<file path="src/rtl/core/hftq_pkg.sv">
// Shared constants, opcodes and control types for the heightfield height query block.
package hftq_pkg;

    // Fixed field formats.
    localparam int FRAC_BITS = 8;
    localparam int POS_W     = 7;
    localparam int HGT_W     = 16;
    localparam int CRD_W     = 16;
    localparam int GRID_W    = 8;

    // Configuration port layout.
    localparam int APB_ADDR_W = 3;
    localparam int APB_DATA_W = 32;
    localparam int REG_IDX_W  = 1;

    // Register indexes.
    localparam logic [REG_IDX_W-1:0] REG_GRID_SIZE = 1'b0;

    // Reset value of the grid size register.
    localparam logic [GRID_W-1:0] GRID_SIZE_RST = 8'd128;

    // Saturation limits of the height format.
    localparam logic signed [HGT_W-1:0] HGT_MAX = 16'sh7FFF;
    localparam logic signed [HGT_W-1:0] HGT_MIN = -16'sh8000;

    // Item opcodes.
    typedef enum logic
    {
        OP_WRITE = 1'b0,
        OP_QUERY = 1'b1
    } op_t;

    // Bank selection for one store access.
    typedef struct packed
    {
        logic en;
        logic row_odd;
        logic col_odd;
    } bank_sel_t;

endpackage

</file>
<file path="src/rtl/core/hftq_interp.sv">
// Triangle interpolation pipeline: operand select, products, rounding and saturation.
module hftq_interp
(
    input  logic                              clk,
    input  logic                              rst_n,
    input  logic                              en,
    input  logic                              q_valid,
    input  logic                              q_oor,
    input  logic [hftq_pkg::FRAC_BITS-1:0]    q_ds,
    input  logic [hftq_pkg::FRAC_BITS-1:0]    q_dt,
    input  logic signed [hftq_pkg::HGT_W-1:0] corner_a,
    input  logic signed [hftq_pkg::HGT_W-1:0] corner_b,
    input  logic signed [hftq_pkg::HGT_W-1:0] corner_c,
    input  logic signed [hftq_pkg::HGT_W-1:0] corner_d,
    output logic                              out_valid,
    output logic signed [hftq_pkg::HGT_W-1:0] height_out,
    output logic                              out_of_range
);

    localparam int FB    = hftq_pkg::FRAC_BITS;
    localparam int WW    = FB + 1;
    localparam int DW    = hftq_pkg::HGT_W + 1;
    localparam int PW    = DW + WW + 1;
    localparam int SUM_W = PW + 2;
    localparam int RW    = SUM_W - FB;
    localparam logic [WW-1:0]    ONE  = WW'(1) << FB;
    localparam logic [SUM_W-1:0] HALF = SUM_W'(1) << (FB - 1);

    // Stage 2: cell fractions, aligned with the store read data.
    logic                        v2_reg;
    logic                        oor2_reg;
    logic [FB-1:0]               ds2_reg;
    logic [FB-1:0]               dt2_reg;

    // Stage 3: triangle operands.
    logic                        v3_reg;
    logic                        oor3_reg;
    logic signed [hftq_pkg::HGT_W-1:0] base3_reg;
    logic [WW-1:0]               w1_3_reg;
    logic [WW-1:0]               w2_3_reg;
    logic signed [DW-1:0]        d1_3_reg;
    logic signed [DW-1:0]        d2_3_reg;

    // Stage 4: products.
    logic                        v4_reg;
    logic                        oor4_reg;
    logic signed [hftq_pkg::HGT_W-1:0] base4_reg;
    logic signed [PW-1:0]        p1_4_reg;
    logic signed [PW-1:0]        p2_4_reg;

    // Output register.
    logic                        out_valid_reg;
    logic                        out_oor_reg;
    logic signed [hftq_pkg::HGT_W-1:0] out_hgt_reg;

    logic [WW-1:0]               ds_ext;
    logic [WW-1:0]               dt_ext;
    logic [WW-1:0]               frac_sum;
    logic                        lower;
    logic signed [hftq_pkg::HGT_W-1:0] base3_next;
    logic [WW-1:0]               w1_next;
    logic [WW-1:0]               w2_next;
    logic signed [DW-1:0]        d1_next;
    logic signed [DW-1:0]        d2_next;
    logic signed [PW-1:0]        p1_next;
    logic signed [PW-1:0]        p2_next;
    logic signed [SUM_W-1:0]     acc;
    logic signed [RW-1:0]        h_round;
    logic signed [hftq_pkg::HGT_W-1:0] h_next;

    // Valid bits of all stages.
    always_ff @(posedge clk or negedge rst_n)
    begin
        if (!rst_n)
        begin
            v2_reg        <= 1'b0;
            v3_reg        <= 1'b0;
            v4_reg        <= 1'b0;
            out_valid_reg <= 1'b0;
        end
        else if (en)
        begin
            v2_reg        <= q_valid;
            v3_reg        <= v2_reg;
            v4_reg        <= v3_reg;
            out_valid_reg <= v4_reg;
        end
    end

    // Pick the triangle and its edge weights from the cell fractions.
    always_comb
    begin
        ds_ext   = {1'b0, ds2_reg};
        dt_ext   = {1'b0, dt2_reg};
        frac_sum = ds_ext + dt_ext;
        lower    = !frac_sum[FB];
        if (lower)
        begin
            base3_next = corner_a;
            w1_next    = ds_ext;
            w2_next    = dt_ext;
            d1_next    = DW'(corner_b) - DW'(corner_a);
            d2_next    = DW'(corner_c) - DW'(corner_a);
        end
        else
        begin
            base3_next = corner_d;
            w1_next    = ONE - ds_ext;
            w2_next    = ONE - dt_ext;
            d1_next    = DW'(corner_c) - DW'(corner_d);
            d2_next    = DW'(corner_b) - DW'(corner_d);
        end
    end

    // Weighted edge differences.
    assign p1_next = $signed({1'b0, w1_3_reg}) * d1_3_reg;
    assign p2_next = $signed({1'b0, w2_3_reg}) * d2_3_reg;

    // Sum, round half up, then clamp to the height range; an out-of-range query gives zero.
    always_comb
    begin
        acc     = (SUM_W'(base4_reg) <<< FB) + SUM_W'(p1_4_reg) + SUM_W'(p2_4_reg)
                  + $signed(HALF);
        h_round = acc[SUM_W-1:FB];
        if (oor4_reg)
        begin
            h_next = '0;
        end
        else if (h_round > RW'(hftq_pkg::HGT_MAX))
        begin
            h_next = hftq_pkg::HGT_MAX;
        end
        else if (h_round < RW'(hftq_pkg::HGT_MIN))
        begin
            h_next = hftq_pkg::HGT_MIN;
        end
        else
        begin
            h_next = h_round[hftq_pkg::HGT_W-1:0];
        end
    end

    // Data registers of stages 2 to 4 and the output.
    always_ff @(posedge clk)
    begin
        if (en)
        begin
            oor2_reg    <= q_oor;
            ds2_reg     <= q_ds;
            dt2_reg     <= q_dt;
            oor3_reg    <= oor2_reg;
            base3_reg   <= base3_next;
            w1_3_reg    <= w1_next;
            w2_3_reg    <= w2_next;
            d1_3_reg    <= d1_next;
            d2_3_reg    <= d2_next;
            oor4_reg    <= oor3_reg;
            base4_reg   <= base3_reg;
            p1_4_reg    <= p1_next;
            p2_4_reg    <= p2_next;
            out_oor_reg <= oor4_reg;
            out_hgt_reg <= h_next;
        end
    end

    assign out_valid    = out_valid_reg;
    assign out_of_range = out_oor_reg;
    assign height_out   = out_hgt_reg;

endmodule

</file>
<file path="config.mk">
export PLATFORM = sky130hd
export DESIGN_NAME = hftq_interp
export DESIGN_NICKNAME = d
export VERILOG_FILES = /design/src/rtl/core/hftq_pkg.sv /design/src/rtl/core/hftq_interp.sv
export SDC_FILE = /design/constraint.sdc
export NUM_CORES = 1
export LEC_CHECK = 0
export BUFFER_PORTS_ARGS = -buffer_cell sky130_fd_sc_hd__buf_4
export CORE_MARGIN = 1.5
export CORE_UTILIZATION = 58
export DETAILED_ROUTE_END_ITERATION = 16
export GPL_TIMING_DRIVEN = 0
export PLACE_DENSITY = 0.86
export SKIP_CTS_REPAIR_TIMING = 1
export SLEW_MARGIN = 5
export SYNTH_ARGS = -nofsm -noshare
export SYNTH_HDL_FRONTEND = slang
export SYNTH_SLANG_ARGS = --single-unit
export TNS_END_PERCENT = 50
</file>
<file path="constraint.sdc">
create_clock -name clk -period 5.4 [get_ports clk]
set_input_delay 0 -clock clk [delete_from_list [all_inputs] [get_ports clk]]
set_output_delay 0 -clock clk [all_outputs]
set_load 0.03 [all_outputs]
</file>
**Word level (Yosys, flattened, before mapping)**

Cells that the tools add are included.

- Reductions and logical operators: 1
- Multiplexer cells: 7
- Add/sub/neg operators: 10
- $lt $le $gt $ge: 2
- Multiply operators: 2

Operators with widths:

| operator | count |
|---|---|
| subtractor 16 x 16 -> 17 bit | 4 |
| multiplier 10 x 17 -> 27 bit | 2 |
| 2-to-1 mux 17 bit | 2 |
| 2-to-1 mux 16 bit | 2 |
| adder 28 x 27 -> 29 bit | 1 |
| adder 29 x 9 -> 29 bit (second input constant) | 1 |
| adder 24 x 27 -> 28 bit | 1 |
| greater-than comparator 21 x 16 -> 1 bit (second input constant) | 1 |
| less-than comparator 21 x 16 -> 1 bit (second input constant) | 1 |
| subtractor 9 x 8 -> 9 bit (first input constant) | 2 |
| 2-to-1 mux 8 bit | 2 |
| 2-to-1 mux 15 bit | 1 |
| adder 8 x 8 -> 9 bit | 1 |
| OR reduction 2 bit | 1 |

- Output and inout port bits: 18
- Bits of input ports: 85
- Register bits: 178
- Logic and storage cells: 44

**Longest topological paths before layout**

- Depth in word-level cells: 6
- Depth in mapped cells: 24
- Gate-level depth less buffers: 22

**Least setup slack after synthesis**

Ideal clock, no wire load.

- Kind: flip-flop to flip-flop
- Start point: register w1_3_reg[1]
- End point: register p1_4_reg[26] (data pin)
- Data arrival time: 5.363 ns
- Path slack: -0.223 ns
- Cell stages (with the launch flop): 24
- Path through: edfxtp_1 -> clkbuf_1 -> clkbuf_1 -> nand2_1 -> fa_1 -> inv_1 -> fa_1 -> inv_1 -> fa_1 -> inv_1 -> fa_1 -> inv_1 -> fa_1 -> inv_1 -> ha_1 -> and3_1 -> a221o_1 -> a31oi_1 -> a211o_1 -> a31oi_1 -> a21oi_1 -> o21ai_0 -> a21oi_1 -> xnor2_1

- Word-level cells in the longest chain between the ends: 1

RTL lines:

| what | line | RTL |
|---|---|---|
| start, declared | hftq_interp.sv:39 | `logic [WW-1:0] w1_3_reg;` |
| start signal, assigned | hftq_interp.sv:153 | `w1_3_reg <= w1_next;` |
| multiplier 10 x 17 -> 27 bit | hftq_interp.sv:116 | `assign p1_next = $signed({1'b0, w1_3_reg}) * d1_3_reg;` |
| net p1_next[26] | hftq_interp.sv:65 | `logic signed [PW-1:0] p1_next;` |
| end signal, assigned | hftq_interp.sv:159 | `p1_4_reg <= p1_next;` |
| end, declared | hftq_interp.sv:48 | `logic signed [PW-1:0] p1_4_reg;` |

The timed path passes the listed nets, and every way through them passes these cells.
A chain may end at the register's enable or synchronous reset.

**Worst setup path in the final report**

- Start point: register d2_3_reg[11]
- End point: register p2_4_reg[25] (data pin)

- Word-level cells in the longest chain between the ends: 1

RTL lines:

| what | line | RTL |
|---|---|---|
| start, declared | hftq_interp.sv:42 | `logic signed [DW-1:0] d2_3_reg;` |
| start signal, assigned | hftq_interp.sv:156 | `d2_3_reg <= d2_next;` |
| multiplier 10 x 17 -> 27 bit | hftq_interp.sv:117 | `assign p2_next = $signed({1'b0, w2_3_reg}) * d2_3_reg;` |
| net p2_next[25] | hftq_interp.sv:66 | `logic signed [PW-1:0] p2_next;` |
| end signal, assigned | hftq_interp.sv:160 | `p2_4_reg <= p2_next;` |
| end, declared | hftq_interp.sv:49 | `logic signed [PW-1:0] p2_4_reg;` |

The timed path passes the listed nets, and every way through them passes these cells.

==> impl_metrics.yaml <==
run_status:
  outcome: "finished with violations"
  violations: "negative hold slack, negative setup slack"
synthesis:
  synth_seq_area_share_pct: 24.4
  syn_area_sq_mm: 0.0219
  synth_cell_types: 71
  ys.warnings.count: 0
  async_flop_share_pct: 2.25
  synth_edf_count: 174
  synth_xor_area_share_pct: 5.32
  yosys_most_used_dff: "edfxtp_1"
  avgSynthCellArea_sq_um: 9.92
  synthMuxAreaShare_pct: 0.710
  synth_fa_ha_area_share_pct: 38.6
  synth_top_family_by_area: "adder cells"
  synth_compound_area_share_pct: 9.85
  synth_seq_cells: 178
  synth_area_leader_cell: "fa_1"
  syn_inst: 2204
  syn_nets: 2794
  synth_top_area_share_pct: 25.7
  synthTopCellsByArea: "fa_1, edfxtp_1, ha_1"
  synth-simple-area-share_pct: 13.7
drt:
  first_pass_iters: 8
  postRouteAntennaNets: 0
  viasPerCell: 5.76
  drt-initial-drc-count: 1498
  drc: 0
  post_drt_wl_per_cell_um: 20.1
  vias: 17100
  drt-total-wl_mm: 59.5
setup_path:
  path_delay_family: "adder cells"
  r2r_start: "d2_3_reg[11]$_DFFE_PP_"
  slowest_delay_ns: 0.65
  worst_path_most_repeated_cell: "fa_1"
  worstPathArrival_ns: 5.79
  path_class: "flop to flop"
  cp_slowest_cell: "edfxtp_1"
  cp.required_ns: 5.60
  reg2reg_slack_ns: -0.19
  crit_path_end_kind: "flop"
  crit_fanout: 8
  rr_worst_depth: 20
  start_kind: "flop"
  crit_buf_inv: 3
  worst_r2r_endpoint: "p2_4_reg[25]$_DFFE_PP_"
  crit_chain: "nand2_2 > fa_1 > inv_1 > fa_1 > fa_1 > fa_1 > inv_1 > fa_1 > inv_1 > ha_2 > nor4_1 > o21ai_0 > a21oi_1 > o21ai_2 > nand2_1 > a21o_1 > a21oi_2 > a21oi_2 > o21ai_1 > xor2_1"
sta:
  finClkSkew_ns: 0.0135
  layout_setup_ws_ns: -0.190
  whs_ns: -0.000413
  post-route-min-period_ns: 5.59
  max_freq_mhz: 179
  tightest_slew_ns: 1.02
  slew_headroom_pct: 31.3
  rsz0062_at_grt: "true"
  fin_crit_sh_pct: 104
  setup_viol: 8
  drv_slew: 0
  tns_ns: -0.730
  finalHoldViolations: 1
grt:
  antenna_found_initial: 2
  overflow: 0
  grt_pass1_vias: 16800
  grt_max_degree: 129
  grt_first_pass_wirelength_mm: 86.0
  grt_usage_pct: 28.9
cells_and_area:
  antenna_cells: 0
  drive_above_1_share_pct: 14.2
  fillCellCount: 2531
  final_common_cell: "inv_1"
  ff_latch_area_sq_mm: 0.00533
  final_cell_mix: "inv_1, fa_1, nand2_1"
  nNetsFinal: 3041
  synthToLayoutAreaGrowth_pct: 16.3
  multi_input_area_sq_mm: 0.0152
floorplan:
  core_area_sq_mm: 0.0369
  die_h_um: 197
  die_w_um: 197
  rows: 70
  initial_core_util_pct: 59.3
  num_io_pins: 103
  dieArea_sq_mm: 0.0389
place:
  port_buffers: 102
  hpwl_mm: 44.4
  place_congestion: 0.979
hold_path:
  holdPathEnd: "base3_reg[2]$_DFFE_PP_"
  min_path_type: "input pin to flop"
  hold_path.startpoint: "corner_d[2]"
  hold_depth: 3
clock_tree:
  clock_path_buffers: 2
  cts-root-buf: "clkbuf_16"
  tritoncts: "done"
  clk_latency_ns: 0.46
  htreeDepth: 4
  clk_pin_slew_ns: 0.08
  clock-sinks: 178
  cts_inserted_buffers: 17
flow_run:
  cap_violations: 0
## stage by stage
stage / hold WS, ns / instances / setup slack (ns) / cell area, sq um / util, %
after floorplan: -0.296 / 2204 / 0.00283 / 21900 / -
after global placement: -0.206 / 2810 / -0.731 / 23300 / 63.1
after detailed placement: -0.204 / 2811 / -0.885 / 23300 / 63.2
after CTS: -0.691 / 2843 / -0.946 / 23900 / 64.8
after global routing: 0.00328 / 2968 / -0.356 / 25400 / 68.9
final: -0.000413 / 2968 / -0.190 / 25400 / 68.9
## how the worst max path moves through the flow
stage                                       from                      to  cells after the start
after floorplan            w1_3_reg[2]$_DFFE_PP_  p1_4_reg[26]$_DFFE_PP_                     23
after global placement     w2_3_reg[2]$_DFFE_PP_  p2_4_reg[25]$_DFFE_PP_                     22
after detailed placement   w2_3_reg[2]$_DFFE_PP_  p2_4_reg[22]$_DFFE_PP_                     21
after CTS                  w2_3_reg[2]$_DFFE_PP_  p2_4_reg[25]$_DFFE_PP_                     22
after global routing       w2_3_reg[2]$_DFFE_PP_  p2_4_reg[25]$_DFFE_PP_                     22
final                     d2_3_reg[11]$_DFFE_PP_  p2_4_reg[25]$_DFFE_PP_                     20
## metal layers
metal  global-route usage (%)  up-vias  wire, um
met1                     36.4     8243     22600
met2                     49.8      939     28800
li1                         -     7683         -
met4                     11.1        4      2990
met5                        0        -        27
met3                     5.31      241      5140
## tightest hold or removal path: stages
cell and delay [ns]:
buf_4 0.08, inv_1 0.07, o21ai_0 0.19
## logic make-up after synthesis
kind of cell,Yosys count
compound gates,338
xor+xnor,132
flops,178
simple gates,604
mux,15
buf+inv,432
fa+ha+maj,505
## cell usage after synthesis (4+ instances only)
| library cell | number |
|---|---|
| o31ai_1 | 8 |
| fa_1 | 281 |
| inv_1 | 380 |
| o21a_1 | 14 |
| mux2_2 | 4 |
| nand4_1 | 6 |
| a21boi_0 | 8 |
| dfrtp_1 | 4 |
| o21ai_2 | 10 |
| ha_1 | 224 |
| nor4_1 | 4 |
| clkbuf_1 | 45 |
| o21ai_0 | 93 |
| a211oi_1 | 8 |
| a21o_1 | 26 |
| and2_1 | 164 |
| nand3_1 | 22 |
| edfxtp_1 | 174 |
| nand2_1 | 234 |
| nor3_1 | 20 |
| or3_1 | 10 |
| nor2_1 | 79 |
| xnor2_1 | 89 |
| o41ai_1 | 5 |
| a31oi_1 | 11 |
| xor2_1 | 42 |
| o21bai_1 | 7 |
| o211ai_1 | 12 |
| nor2b_1 | 23 |
| and3_1 | 6 |
| nand2b_1 | 22 |
| a21oi_1 | 104 |
| mux2i_1 | 11 |
## final cells by class
| type | instances | area share [%] |
|---|---|---|
| multi-input cells | 1594 | 59.9 |
| repair buffers | 241 | 7.67 |
| inverters | 380 | 5.61 |
| clock buffers | 17 | 1.67 |
| clock inverters | 15 | 0.566 |
| well taps | 504 | 2.48 |
| plain buffers | 39 | 1.10 |
| flip-flops and latches | 178 | 21.0 |
Power is not shown: default switching activity piles up to over one toggle a cycle in this logic, so the estimate is an artifact.
