===== config.mk =====
export PLATFORM = sky130hd
export DESIGN_NAME = hftq_map
export DESIGN_NICKNAME = d
export VERILOG_FILES = /design/src/rtl/core/hftq_pkg.sv /design/src/rtl/core/hftq_map.sv
export SDC_FILE = /design/constraint.sdc
export NUM_CORES = 1
export LEC_CHECK = 0
export ABC_AREA = 1
export BUFFER_PORTS_ARGS = -buffer_cell sky130_fd_sc_hd__buf_2
export CORE_ASPECT_RATIO = 1.4
export CORE_MARGIN = 3
export CORE_UTILIZATION = 53
export DETAILED_ROUTE_END_ITERATION = 16
export GPL_TIMING_DRIVEN = 0
export PLACE_DENSITY = 0.91
export SYNTH_ARGS = -nofsm -noshare
export SYNTH_HDL_FRONTEND = slang
export SYNTH_SLANG_ARGS = --single-unit

===== constraint.sdc =====
create_clock -name clk -period 4.9 [get_ports clk]
set_input_delay 0.245 -clock clk [delete_from_list [all_inputs] [get_ports clk]]
set_output_delay 0.245 -clock clk [all_outputs]
set_load 0.01 [all_outputs]

===== src/rtl/core/hftq_pkg.sv =====
// Shared constants, opcodes and control types for the heightfield height query block.
package hftq_pkg;

    // Fixed field formats.
    localparam int FRAC_BITS = 8;
    localparam int POS_W     = 7;
    localparam int HGT_W     = 16;
    localparam int CRD_W     = 16;
    localparam int GRID_W    = 8;

    // Configuration port layout.
    localparam int APB_ADDR_W = 3;
    localparam int APB_DATA_W = 32;
    localparam int REG_IDX_W  = 1;

    // Register indexes.
    localparam logic [REG_IDX_W-1:0] REG_GRID_SIZE = 1'b0;

    // Reset value of the grid size register.
    localparam logic [GRID_W-1:0] GRID_SIZE_RST = 8'd128;

    // Saturation limits of the height format.
    localparam logic signed [HGT_W-1:0] HGT_MAX = 16'sh7FFF;
    localparam logic signed [HGT_W-1:0] HGT_MIN = -16'sh8000;

    // Item opcodes.
    typedef enum logic
    {
        OP_WRITE = 1'b0,
        OP_QUERY = 1'b1
    } op_t;

    // Bank selection for one store access.
    typedef struct packed
    {
        logic en;
        logic row_odd;
        logic col_odd;
    } bank_sel_t;

endpackage


===== src/rtl/core/hftq_map.sv =====
// Input stage: maps a query to cell space, checks its corners and forms read and write bank addresses.
module hftq_map
#(
    parameter int MAX_GRID = 128
)
(
    input  logic                              clk,
    input  logic                              rst_n,
    input  logic                              en,
    input  logic                              in_valid,
    input  logic                              op,
    input  logic [hftq_pkg::POS_W-1:0]        row,
    input  logic [hftq_pkg::POS_W-1:0]        col,
    input  logic signed [hftq_pkg::HGT_W-1:0] height_in,
    input  logic signed [hftq_pkg::CRD_W-1:0] query_x,
    input  logic signed [hftq_pkg::CRD_W-1:0] query_z,
    input  logic [hftq_pkg::GRID_W-1:0]       grid_size,
    output hftq_pkg::bank_sel_t               rd_sel,
    output logic [((($clog2(MAX_GRID) < 2) ? 2 : $clog2(MAX_GRID)) - 1) - 1:0] rd_row_even,
    output logic [((($clog2(MAX_GRID) < 2) ? 2 : $clog2(MAX_GRID)) - 1) - 1:0] rd_row_odd,
    output logic [((($clog2(MAX_GRID) < 2) ? 2 : $clog2(MAX_GRID)) - 1) - 1:0] rd_col_even,
    output logic [((($clog2(MAX_GRID) < 2) ? 2 : $clog2(MAX_GRID)) - 1) - 1:0] rd_col_odd,
    output hftq_pkg::bank_sel_t               wr_sel,
    output logic [((($clog2(MAX_GRID) < 2) ? 2 : $clog2(MAX_GRID)) - 1) - 1:0] wr_row_hi,
    output logic [((($clog2(MAX_GRID) < 2) ? 2 : $clog2(MAX_GRID)) - 1) - 1:0] wr_col_hi,
    output logic [hftq_pkg::HGT_W-1:0]        wr_data,
    output logic                              q_valid,
    output logic                              q_oor,
    output logic [hftq_pkg::FRAC_BITS-1:0]    q_ds,
    output logic [hftq_pkg::FRAC_BITS-1:0]    q_dt
);

    localparam int IDXW   = ($clog2(MAX_GRID) < 2) ? 2 : $clog2(MAX_GRID);
    localparam int HALF_W = IDXW - 1;
    localparam int CW     = IDXW + 17;
    localparam int IW     = CW - hftq_pkg::FRAC_BITS;

    logic                              s1_valid_reg;
    logic                              s1_op_reg;
    logic [hftq_pkg::POS_W-1:0]        s1_row_reg;
    logic [hftq_pkg::POS_W-1:0]        s1_col_reg;
    logic [hftq_pkg::HGT_W-1:0]        s1_hgt_reg;
    logic signed [CW-1:0]              s1_cfix_reg;
    logic signed [CW-1:0]              s1_dfix_reg;

    logic [IW-1:0]                     grid_ext;
    logic [IW-1:0]                     eff_size;
    logic signed [IW-1:0]              lim;
    logic signed [CW-1:0]              half;
    logic signed [CW-1:0]              cfix_next;
    logic signed [CW-1:0]              dfix_next;
    logic signed [IW-1:0]              row_i;
    logic signed [IW-1:0]              col_i;
    logic [IDXW-1:0]                   r0;
    logic [IDXW-1:0]                   c0;
    logic [IDXW-1:0]                   wr_row;
    logic [IDXW-1:0]                   wr_col;
    logic                              write_ok;
    logic                              s1_query;
    logic                              s1_write;

    // Grid size in use, clamped to the store, and the half-grid offset.
    always_comb
    begin
        grid_ext = IW'(grid_size);
        eff_size = (grid_ext > IW'(MAX_GRID)) ? IW'(MAX_GRID) : grid_ext;
        lim      = eff_size - IW'(1);
        half     = CW'(eff_size) << (hftq_pkg::FRAC_BITS - 1);
    end

    // Cell-space coordinates of the incoming point.
    assign cfix_next = CW'(query_x) + half;
    assign dfix_next = half - CW'(query_z);

    // Stage 1 registers.
    always_ff @(posedge clk or negedge rst_n)
    begin
        if (!rst_n)
        begin
            s1_valid_reg <= 1'b0;
        end
        else if (en)
        begin
            s1_valid_reg <= in_valid;
        end
    end

    always_ff @(posedge clk)
    begin
        if (en)
        begin
            s1_op_reg   <= op;
            s1_row_reg  <= row;
            s1_col_reg  <= col;
            s1_hgt_reg  <= height_in;
            s1_cfix_reg <= cfix_next;
            s1_dfix_reg <= dfix_next;
        end
    end

    assign s1_query = s1_valid_reg && (s1_op_reg == hftq_pkg::OP_QUERY);
    assign s1_write = s1_valid_reg && (s1_op_reg == hftq_pkg::OP_WRITE);

    // Cell index and corner range check.
    always_comb
    begin
        row_i = s1_dfix_reg[CW-1:hftq_pkg::FRAC_BITS];
        col_i = s1_cfix_reg[CW-1:hftq_pkg::FRAC_BITS];
        q_oor = row_i[IW-1] || col_i[IW-1] || (row_i >= lim) || (col_i >= lim);
        q_ds  = s1_cfix_reg[hftq_pkg::FRAC_BITS-1:0];
        q_dt  = s1_dfix_reg[hftq_pkg::FRAC_BITS-1:0];
        r0    = row_i[IDXW-1:0];
        c0    = col_i[IDXW-1:0];
    end

    assign q_valid = s1_query;

    // Read addresses: the even bank takes the next row or column when the cell starts odd.
    assign rd_row_even = r0[IDXW-1:1] + HALF_W'(r0[0]);
    assign rd_row_odd  = r0[IDXW-1:1];
    assign rd_col_even = c0[IDXW-1:1] + HALF_W'(c0[0]);
    assign rd_col_odd  = c0[IDXW-1:1];
    assign rd_sel      = '{en: en && s1_query, row_odd: r0[0], col_odd: c0[0]};

    // Height writes; positions outside the store are dropped.
    assign write_ok  = (32'(s1_row_reg) < 32'(MAX_GRID)) && (32'(s1_col_reg) < 32'(MAX_GRID));
    assign wr_row    = IDXW'(s1_row_reg);
    assign wr_col    = IDXW'(s1_col_reg);
    assign wr_row_hi = wr_row[IDXW-1:1];
    assign wr_col_hi = wr_col[IDXW-1:1];
    assign wr_data   = s1_hgt_reg;
    assign wr_sel    = '{en: en && s1_write && write_ok, row_odd: wr_row[0], col_odd: wr_col[0]};

endmodule


Yosys cells after proc, flatten, opt, wreduce, memory -nomap -nowiden
Index checks and enable logic that the tools add are counted.
{"block": "totals", "ff_bits": 80, "in_bits": 75, "out_inout_bits": 76, "word_cells": 24}
{"block": "classes", "add_sub_neg": 5, "order_cmp": 3, "mux": 1, "bitwise_logic": 1, "n_reduce_logical": 7}
{"operator": "greater-or-equal comparator 16 x 9 -> 1 bit", "count": 2}
{"operator": "adder 16 x 16 -> 17 bit", "count": 1}
{"operator": "subtractor 16 x 16 -> 17 bit", "count": 1}
{"operator": "adder 6 x 1 -> 6 bit", "count": 2}
{"operator": "subtractor 8 x 1 -> 9 bit, second input constant", "count": 1}
{"operator": "greater-than comparator 8 bit, second input constant", "count": 1}
{"operator": "2-to-1 mux 8 bit", "count": 1}
{"operator": "logical AND 1 bit", "count": 4}
{"operator": "logical OR 1 bit", "count": 3}
{"operator": "NOT 1 bit", "count": 1}

Logic depth before layout (Yosys ltp)
Gate-level depths: netlist (run 1).
{"block": "depth", "ltp_word": 6, "depth_mapped": 19, "depth_no_buf": 19}

Least setup slack after synthesis (run 1)
No wires, ideal clock.
{"block": "synth_timing", "kind": "in2out", "start": "in grid_size[6] (netlist bit)", "end": "out q_oor", "t_arrival_ns": 2.034, "required_time_ns": 4.655, "slack_ns": 2.621, "stages": 18, "n_path_buf": 0, "path_cell_list": "nor3_1 > a31oi_1 > inv_1 > nand2_1 > ha_1 > nand2_1 > xor2_1 > ha_1 > nand2_1 > inv_1 > nand2_1 > nand3_1 > nand2_1 > nand2_1 > nand2_1 > nand2_1 > nand2_1 > nand3_1"}
{"block": "synth_via", "elab_chain_len": 6, "word_cells_on_any_way": 7, "classes_between": "1 x add/sub; 3 x order compare; 1 x mux; 2 x reduce/logical"}
{"element": "start, declared", "line_no": "hftq_map.sv:17", "text": "input logic [hftq_pkg::GRID_W-1:0] grid_size,"}
{"element": "greater-than comparator 8 bit", "line_no": "hftq_map.sv:66", "text": "eff_size = (grid_ext > IW'(MAX_GRID)) ? IW'(MAX_GRID) : grid_ext;"}
{"element": "2-to-1 mux 8 bit (*)", "line_no": "hftq_map.sv:66"}
{"element": "subtractor 8 x 1 -> 9 bit (*)", "line_no": "hftq_map.sv:67", "text": "lim = eff_size - IW'(1);"}
{"element": "greater-or-equal comparator 16 x 9 -> 1 bit", "line_no": "hftq_map.sv:109", "text": "q_oor = row_i[IW-1] || col_i[IW-1] || (row_i >= lim) || (col_i >= lim);"}
{"element": "logical OR 1 bit", "line_no": "hftq_map.sv:109"}
{"element": "logical OR 1 bit (*)", "line_no": "hftq_map.sv:109"}
{"element": "end, declared", "line_no": "hftq_map.sv:28", "text": "output logic q_oor,"}
Every way passes the cells marked *; elsewhere a longest branch is shown, timed or not.

Final worst setup path (run 1)
{"block": "layout_timing", "start": "in grid_size[7] (netlist bit)", "end": "out q_oor"}
Same word-level chain as after synthesis.

==> results of run 1 <==
==> per-stage QoR <==
stage	cell area [sq um]	util, %	power (mW)
2_1_floorplan	3930	-	0.980
3_3_place_gp	4800	67.9	1.12
3_5_place_dp	4800	67.9	1.14
4_1_cts	5010	70.9	1.60
5_1_grt	5010	70.9	1.68
6_report	5010	70.9	1.58
==> worst max path at each step <==
stage,start,to,cells after the start
after CTS,grid_size[7],q_oor,20
after global placement,grid_size[7],q_oor,20
final,grid_size[7],q_oor,20
after floorplan,grid_size[6],q_oor,18
after detailed placement,grid_size[7],q_oor,20
after global routing,grid_size[7],q_oor,20
==> area by class of cell <==
| class | instances | area [sq um] | area share [%] |
|---|---|---|---|
| inverters | 56 | 210 | 4.19 |
| multi-input cells | 224 | 1520 | 30.3 |
| plain buffers | 30 | 225 | 4.49 |
| flip-flops and latches | 66 | 1980 | 39.4 |
| repair buffers | 151 | 763 | 15.2 |
| clock inverters | 3 | 40.0 | 0.799 |
| clock buffers | 13 | 159 | 3.17 |
| well taps | 95 | 119 | 2.37 |
==> report_power, final <==
part	total, mW	internal (mW)	switching, mW	leakage (nW)
registers	0.719	0.688	0.0303	0.648
clock network	0.450	0.261	0.189	0.103
logic	0.416	0.189	0.227	1.79
==> cell usage in the layout (no fill, tap or decap), types with 3 or more instances in the layout <==
cell / instances
edfxtp_1: 65
ha_1: 38
buf_4: 31
nand2_1: 58
a21oi_1: 14
buf_2: 149
nand3_1: 18
nand4_1: 5
clkbuf_8: 11
o21ai_0: 3
xor2_1: 26
xnor2_1: 6
inv_1: 56
nor2_1: 24
nor3_1: 8
==> layer usage <==
metal | global-route usage (%) | vias up | wire length [um]
met3 | 3.69 | 19 | 648
met2 | 38.5 | 142 | 4610
met1 | 23.0 | 1424 | 3160
met4 | 11.0 | 0 | 222
li1 | - | 1562 | -
met5 | 0 | - | 0
==> worst register-to-register path, stage by stage, from the launching register on <==
cell     delay (ns)
dfrtp_1        0.39
inv_1          0.08
o21ai_0        0.08
==> kinds of logic after synthesis <==
logic type      after synthesis  share of synthesized area (%)
xor+xnor                     32                           7.13
flops                        66                           50.3
fa+ha+maj                    39                           12.6
buf+inv                      86                           11.1
simple gates                120                           13.6
compound gates               33                           5.38
==> what timing repair did <==
| item | CTS | global route |
|---|---|---|
| endpoints found under the setup margin | 0 | 0 |
| hold endpoints to repair | 1 | 0 |
| resized for setup | 0 | 0 |
| hold buffers | 1 | 0 |
==> results.md, run 1 <==
- Routed len/inst: 13.5 um
- Clock transition at path regs: 0.07 ns
- Reg2reg path depth: 2
- Delay-heaviest family, CP: simple AND/OR/NAND/NOR gates
- CTS sink cnt: 66
- Post-CTS setup buffers: 0
- WL final: 8640 um
- CP Class: input port to output pin
- Pwr Density: 316 nW/um^2
- Area share of the largest cell type after synthesis: 49.6%
- Final setup margin: 1.73 ns
- Max-cap violations: 0
- Clock Skews: 0 ns
- Die width: 78.8 um
- Hold path depth: 1
- TritonRoute pass-1 iters: 4
- Count leader, synth: edfxtp_1
- Grt total ovfl: 0
- Worst EP required: 4.66 ns
- # nets final: 652
- Post-Synthesis Cells: 376
- Hold Vio Cnt, Final: 0
- Die Ht: 108 um
- Mapped Nets: 490
- Min-Delay Endpoint: wr_data[12]
- HP Class: input port to register
- Area contributors post-synth: edfxtp_1, ha_1, xor2_1, buf_4, nand2_1
- IO Pins: 151
- Status: completed
- CP startpoint kind: input port
- DRT antenna net count: 0
- Ys async rst share: 1.52%
- Worst r2r src: s1_valid_reg
- CP max FO: 6
- Number of global-route vias before repair: 3078
- Setup Total Neg Slack: 0 ns
- Share of cells above drive strength 1: 37.6%
- Flops & latches, synth: 66
- Flop-to-flop setup slack: 4.20 ns
- Finished Layout Cells: 638
- Final HPWL from detailed placement: 6850 um
- # fillers: 516
- Worst setup EP type: output pin
- Headroom to the max-slew limit: 45.6%
- First-pass GRT wire length: 13800 um
- GRT Resource Usage Total: 21.1%
- Worst skew pair latency: 0.33 ns
- Synth top cells by count: edfxtp_1, nand2_1, inv_1
- Max Fclk: 316 MHz
- RSZ-0062 raised after global routing: no
- Antenna cells: 0
- Clock Tree Root: clkbuf_8
- Placed Cells: 621
- Yosys cell types: 30
- Final worst path period need: 3.17 ns
- Residual DRC: 0
- Clock H-tree levels: 3
- Post-synth EDFFs: 65
- Via count: 3147
- Slew @ Worst Pin: 0.815 ns
- Mean Syn Cell Area: 10.5 sq um
- Max-slew violations: 0
- IO buf count: 150
- Leak Pwr: 2.54 nW
- Slowest-stage cell, CP: xor2_1
- Critical Path AT: 2.92 ns
- Pin count of the biggest net entering global routing: 69
- Area grow syn2layout: 27.5%
- # setup viols final: 0
- Synth Cell Area: 3930 sq um
- TritonCTS Buffers: 9
- Synth Flop Type: edfxtp_1
- Worst-path cell chain: buf_2 > inv_1 > a31oi_1 > inv_1 > nand2_1 > ha_1 > nand2_1 > xor2_1 > ha_1 > nand2_1 > inv_1 > nand2_1 > nand4_1 > nand2_1 > inv_1 > nand2_1 > nand2_1 > nand2_1 > nand3_1 > buf_2
- Final hold slack: 0.0739 ns
- HP Start: height_in[12]
- WP buf/inv: 6
- RR Endpoint: s1_valid_reg
- Max incr delay on CP: 0.35 ns
- GPL Wtd Cong: 0.955
- Synth area leader: edfxtp_1
- CTS max path bufs: 2
- CP most frequent cell: nand2_1
- Die area: 8500 sq um
- Tcrit/Tclk final: 64.6%
- CTS tree: done
- Core Rows: 36
- DR vias/cell: 4.93
- Std-Cell Core Area: 7070 sq um
- Initial core utilization: 55.6%
- Post-place setup slack: 1.86 ns
- Seq/Total Area, Yosys: 50.3%
- Max VDD drop: 0.135 mV
- Synth Warn #: 0
- DRT iter0 DRCs: 103
- Antenna violations before repair: 0
(Power assumes the default switching activity.)
==> run 2, diff against run 1 <==
--- a/config.mk
+++ b/config.mk
@@ -9,10 +9,10 @@
 export BUFFER_PORTS_ARGS = -buffer_cell sky130_fd_sc_hd__buf_2
 export CORE_ASPECT_RATIO = 1.4
 export CORE_MARGIN = 3
-export CORE_UTILIZATION = 53
+export CORE_UTILIZATION = 45
 export DETAILED_ROUTE_END_ITERATION = 16
 export GPL_TIMING_DRIVEN = 0
-export PLACE_DENSITY = 0.91
+export PLACE_DENSITY = 0.82
 export SYNTH_ARGS = -nofsm -noshare
 export SYNTH_HDL_FRONTEND = slang
 export SYNTH_SLANG_ARGS = --single-unit
==> constraint.sdc (replaced) <==
create_clock -name clk -period 2.9 [get_ports clk]
set_input_delay 0.145 -clock clk [delete_from_list [all_inputs] [get_ports clk]]
set_output_delay 0.145 -clock clk [all_outputs]
set_load 0.01 [all_outputs]
==> run 2 against run 1 <==
Wire length up 17%. Highest routed layer unchanged. Final cell count up 7.4%. Largest power group unchanged. Critical endpoint unchanged. Non-clock buffer count up 40.
==> results.md, run 2 (synthesis results as in run 1) <==
- Placed Cells: 628
- CTS tree: done
- Routed len/inst: 14.8 um
- Share of cells above drive strength 1: 36.7%
- Via count: 3262
- Commonest non-fill, non-tap cell in the layout: buf_2
- GRT Resource Usage Total: 20.8%
- Final worst path period need: 2.68 ns
- Hold Vio Cnt, Final: 0
- # fillers: 645
- Antenna cells: 0
- Headroom to the max-slew limit: 43.7%
- Worst setup EP type: output pin
- Clock Skews: 0 ns
- Clock transition at path regs: 0.05 ns
- TritonRoute pass-1 iters: 4
- Commonest cells after routing, fill and taps aside: buf_2, edfxtp_1, nand2_1, inv_1, dlygate4sd3_1
- TritonCTS Buffers: 9
- # nets final: 692
- HP Class: input port to register
- Critical Path AT: 2.53 ns
- Slew @ Worst Pin: 0.844 ns
- Status: completed
- Pin count of the biggest net entering global routing: 69
- Max Fclk: 374 MHz
- IO buf count: 150
- CTS max path bufs: 2
- Initial core utilization: 47.1%
- Tcrit/Tclk final: 92.3%
- Finished Layout Cells: 685
- Die width: 85.0 um
- Pwr Density: 547 nW/um^2
- # setup viols final: 0
- WL final: 10100 um
- DR vias/cell: 4.76
- Setup Total Neg Slack: 0 ns
- Leak Pwr: 2.76 nW
- First-pass GRT wire length: 15900 um
- DRT antenna net count: 0
- Std-Cell Core Area: 8340 sq um
- Worst EP required: 2.76 ns
- GPL Wtd Cong: 0.904
- Area grow syn2layout: 41.8%
- Max VDD drop: 0.423 mV
- CTS sink cnt: 66
- Final core occ: 66.8%
- Antenna violations before repair: 0
- Residual DRC: 0
- Clock H-tree levels: 3
- Max-cap violations: 0
- Final HPWL from detailed placement: 7410 um
- DRT iter0 DRCs: 145
- Die area: 9910 sq um
- CP max FO: 4
- Core Rows: 39
- CP Class: input port to output pin
- CP startpoint kind: input port
- Worst skew pair latency: 0.33 ns
- Number of global-route vias before repair: 3451
- Grt total ovfl: 0
- Die Ht: 117 um
- Max-slew violations: 0
- IO Pins: 151
- Clock Tree Root: clkbuf_16
run 2: cell count changes in the layout (fill, tap and decap cells not counted), moves of 2 or more:
cell           delta
clkbuf_16         +9
clkbuf_8         -11
clkinvlp_4        +3
dlygate4sd3_1    +39
nor2_1            -2
nor2_4            +2
run 2: what timing repair did:
item                                    in CTS  in global routing
buffers inserted                             0                  1
resized for setup                            0                 12
hold endpoints to repair                    40                  0
endpoints found under the setup margin       0                  1
hold buffers                                40                  0
run 2: metal layers:
| metal | share of wire [%] | track usage [%] | vias up |
|---|---|---|---|
| li1 | - | - | 1643 |
| met1 | 36 | 21.6 | 1472 |
| met2 | 54 | 39.3 | 125 |
| met3 | 6.3 | 5.01 | 22 |
| met4 | 3.0 | 9.71 | 0 |
| met5 | 0 | 0 | - |
run 2: report_power, final:
part | internal (mW) | switching (mW) | total (mW)
Combinational | 0.361 | 0.404 | 0.765
Clock | 0.666 | 0.405 | 1.07
Sequential | 1.16 | 0.0527 | 1.22
Total | 2.19 | 0.861 | 3.05
run 2: critical path, cell delays in order:
cell	delay [ns]
buf_2	0.12
nor3_2	0.25
a31oi_4	0.17
nor2_4	0.21
nor2_1	0.09
nand2_1	0.09
xor2_1	0.27
ha_1	0.31
a21oi_1	0.15
nand2_1	0.07
nand2_1	0.08
nand4_1	0.12
nand2_1	0.09
inv_1	0.04
nand2_1	0.05
nand2_1	0.04
nand2_1	0.05
nand3_1	0.05
buf_2	0.14
run 2: through the flow:
stage               instance area (sq um)  hold WS (ns)  setup slack, ns  power (mW)
global route                         5580        0.0337          -0.0581        3.22
finish                               5580        0.0202            0.223        3.05
detailed placement                   4810       -0.0795            0.105        1.94
CTS                                  5510        0.0166           0.0753        3.06
global placement                     4810       -0.0796            0.163        1.91
floorplan                            3930        -0.151            0.821        1.66
run 2: worst paths after layout:
kind                                     end  slack [ns]         start  cells after the start
max in group asynchronous       s1_valid_reg        2.70         rst_n                      2
worst min register to register  s1_valid_reg        0.57  s1_valid_reg                      2
worst min-delay path            s1_valid_reg        0.02      in_valid                      3
worst max-delay path                   q_oor        0.22  grid_size[6]                     19
min in group asynchronous       s1_valid_reg        0.12         rst_n                      2
worst max register to register  s1_valid_reg        2.22  s1_valid_reg                      2
run 2: area by class of cell:
class,instances,area (sq um),share of cell area [%]
timing repair buffer,191,1160,20.8
clock buffer,10,229,4.11
tap,102,128,2.29
multi-input combinational,224,1580,28.3
sequential,66,1980,35.4
clock inverter,6,66.3,1.19
buffer,30,225,4.04
inverter,56,210,3.77
==> run 3, diff against run 2 <==
--- a/config.mk
+++ b/config.mk
@@ -13,6 +13,7 @@
 export DETAILED_ROUTE_END_ITERATION = 16
 export GPL_TIMING_DRIVEN = 0
 export PLACE_DENSITY = 0.82
+export SETUP_SLACK_MARGIN = 0.3
 export SYNTH_ARGS = -nofsm -noshare
 export SYNTH_HDL_FRONTEND = slang
 export SYNTH_SLANG_ARGS = --single-unit
==> constraint.sdc (replaced) <==
create_clock -name clk -period 2.9 [get_ports clk]
set_input_delay 0.29 -clock clk [delete_from_list [all_inputs] [get_ports clk]]
set_output_delay 0.29 -clock clk [all_outputs]
set_load 0.01 [all_outputs]
==> run 3 against run 2 <==
Power is 0.14% lower. Register-to-register slack hardly changed. Hold slack better by 0.12 ns. Critical endpoint unchanged. Highest routed layer unchanged.
==> results.md, run 3 (synthesis results as in run 1) <==
- Status: completed
- Clock transition at path regs: 0.06 ns
- CP startpoint kind: input port
- Gate power share: 25.0%
- Clock Tree Root: clkbuf_16
- Leak Pwr: 2.64 nW
- GR Util met1: 21.2%
- Area grow syn2layout: 36.5%
- Antenna violations before repair: 0
- Commonest non-fill, non-tap cell in the layout: buf_2
- Core Rows: 39
- Worst skew pair latency: 0.32 ns
- Headroom to the max-slew limit: 43.3%
- Die Ht: 117 um
- Max-slew violations: 0
- DRT antenna net count: 0
- Pwr Density: 568 nW/um^2
- Max VDD drop: 0.414 mV
- First-pass GRT wire length: 15100 um
- Sw power: 0.866 mW
- HP Class: input port to register
- Post-place setup slack: -0.185 ns
- RSZ-0062 raised after global routing: yes
- TritonRoute pass-1 iters: 4
- Worst EP required: 2.61 ns
- Setup Total Neg Slack: 0 ns
- DRT iter0 DRCs: 123
- Pwr Total: 3.05 mW
- Pin count of the biggest net entering global routing: 69
- Final HPWL from detailed placement: 7410 um
- IO Pins: 151
- Routed len/inst: 14.8 um
- Max-cap violations: 0
- Initial core utilization: 47.1%
- Finished Layout Cells: 651
- DR vias/cell: 4.89
- Final setup margin: 0.192 ns
- # nets final: 658
- Via count: 3181
- P_int: 2.18 mW
- GRT Resource Usage Total: 19.8%
- Hold Vio Cnt, Final: 0
- Die width: 85.0 um
- Met3 usage: 4.73%
- IO buf count: 150
- Reg2reg path depth: 2
- Hold path depth: 1
- Share of cells above drive strength 1: 42.6%
- Sw Ratio: 28.4%
- # setup viols final: 0
- Clock H-tree levels: 3
- Std-Cell Core Area: 8340 sq um
- GPL Wtd Cong: 0.904
- CTS sink cnt: 66
- WL final: 9610 um
- TritonCTS Buffers: 9
- Footprint of the multi-input gates: 1700 sq um
- Die area: 9910 sq um
- Critical Path AT: 2.42 ns
- Flop pwr share: 40.0%
- Worst setup EP type: output pin
- # fillers: 662
- Placed Cells: 628
- Clock group share of total power: 35.0%
- Residual DRC: 0
- Sequential Area: 1980 sq um
- Tcrit/Tclk final: 93.4%
- Clock Skews: 0 ns
- CP max FO: 4
- Final worst path period need: 2.71 ns
- CTS max path bufs: 2
- Max Fclk: 369 MHz
- Final hold slack: 0.138 ns
- Grt total ovfl: 0
- Slew @ Worst Pin: 0.851 ns
- GRT met2 Usage: 35.7%
- CP Class: input port to output pin
- CTS tree: done
- Number of global-route vias before repair: 3294
- Antenna cells: 0
- Busiest grt layer: met2
- Commonest cells after routing, fill and taps aside: buf_2, edfxtp_1, nand2_1, inv_1, buf_4
-- run 3: changes by cell type in the layout (fill, tap and decap cells not counted), moves of 2 or more --
| cell | before | now |
|---|---|---|
| nand2_2 | 2 | 4 |
| nand2_1 | 57 | 54 |
| dlygate4sd3_1 | 40 | 1 |
| inv_2 | 0 | 3 |
| ha_4 | 0 | 4 |
| inv_1 | 56 | 53 |
| buf_6 | 0 | 2 |
| ha_1 | 37 | 34 |
| xor2_1 | 25 | 23 |
| nor2_1 | 22 | 18 |
| buf_4 | 32 | 38 |
| buf_2 | 149 | 145 |
| nor2_2 | 2 | 5 |
-- run 3: per-layer routing --
layer  vias up  part of all wire (%)
met4         0                   2.9
li1       1581                     -
met5         -                     0
met2       133                    53
met1      1446                    38
met3        21                   6.6
-- run 3: worst paths after layout --
path	start	to	slack (ns)
min in group asynchronous	rst_n	s1_valid_reg	0.27
worst min register to register	s1_valid_reg	s1_valid_reg	0.57
worst min-delay path	row[5]	s1_row_reg[5]	0.14
worst max-delay path	grid_size[1]	q_oor	0.19
worst max register to register	s1_valid_reg	s1_valid_reg	2.22
max in group asynchronous	rst_n	s1_valid_reg	2.55
-- run 3: layout make-up --
class,instances,area share (%)
inverter,56,3.92
clock inverter,6,1.24
clock buffer,10,4.27
buffer,30,4.20
tap,102,2.38
sequential,66,36.8
multi-input combinational,224,31.7
timing repair buffer,157,15.5
-- run 3: worst max-delay path, stage by stage --
cell,delay (ns)
buf_6,0.10
nor3_4,0.21
a31oi_4,0.15
inv_2,0.11
nand2_4,0.08
ha_4,0.19
xnor2_4,0.18
ha_1,0.26
nand2_1,0.06
inv_1,0.04
nand2_1,0.06
nand2_1,0.05
nand2_1,0.06
nand2_1,0.07
nand2_1,0.07
nand3_1,0.06
nand2_1,0.07
nand2_1,0.05
nand2_1,0.05
nand3_1,0.06
buf_2,0.14
-- run 3: what timing repair did --
action / in CTS / in global routing
resized for setup: 33 / 8
pin swaps: 18 / 9
hold buffers: 1 / 0
setup buffers: 5 / 1
setup endpoints to repair: 1 / 1
endpoints found under the hold margin: 1 / 0
gates cloned: 0 / 0
-- run 3: through the flow --
| stage | utilization (%) | area, sq um |
|---|---|---|
| 3_5_place_dp | 57.7 | 4810 |
| 4_1_cts | 63.6 | 5310 |
| 5_1_grt | 64.3 | 5370 |
| 2_1_floorplan | - | 3930 |
| 6_report | 64.3 | 5370 |
| 3_3_place_gp | 57.7 | 4810 |
-- run 3: power groups by stage --
| stage | combinational (mW) | sequential (mW) | clock [mW] |
|---|---|---|---|
| floorplan | 0.416 | 1.24 | 0 |
| global placement | 0.680 | 1.23 | 0 |
| detailed placement | 0.705 | 1.24 | 0 |
| CTS | 0.751 | 1.22 | 1.09 |
| global route | 0.856 | 1.23 | 1.14 |
| finish | 0.762 | 1.22 | 1.07 |
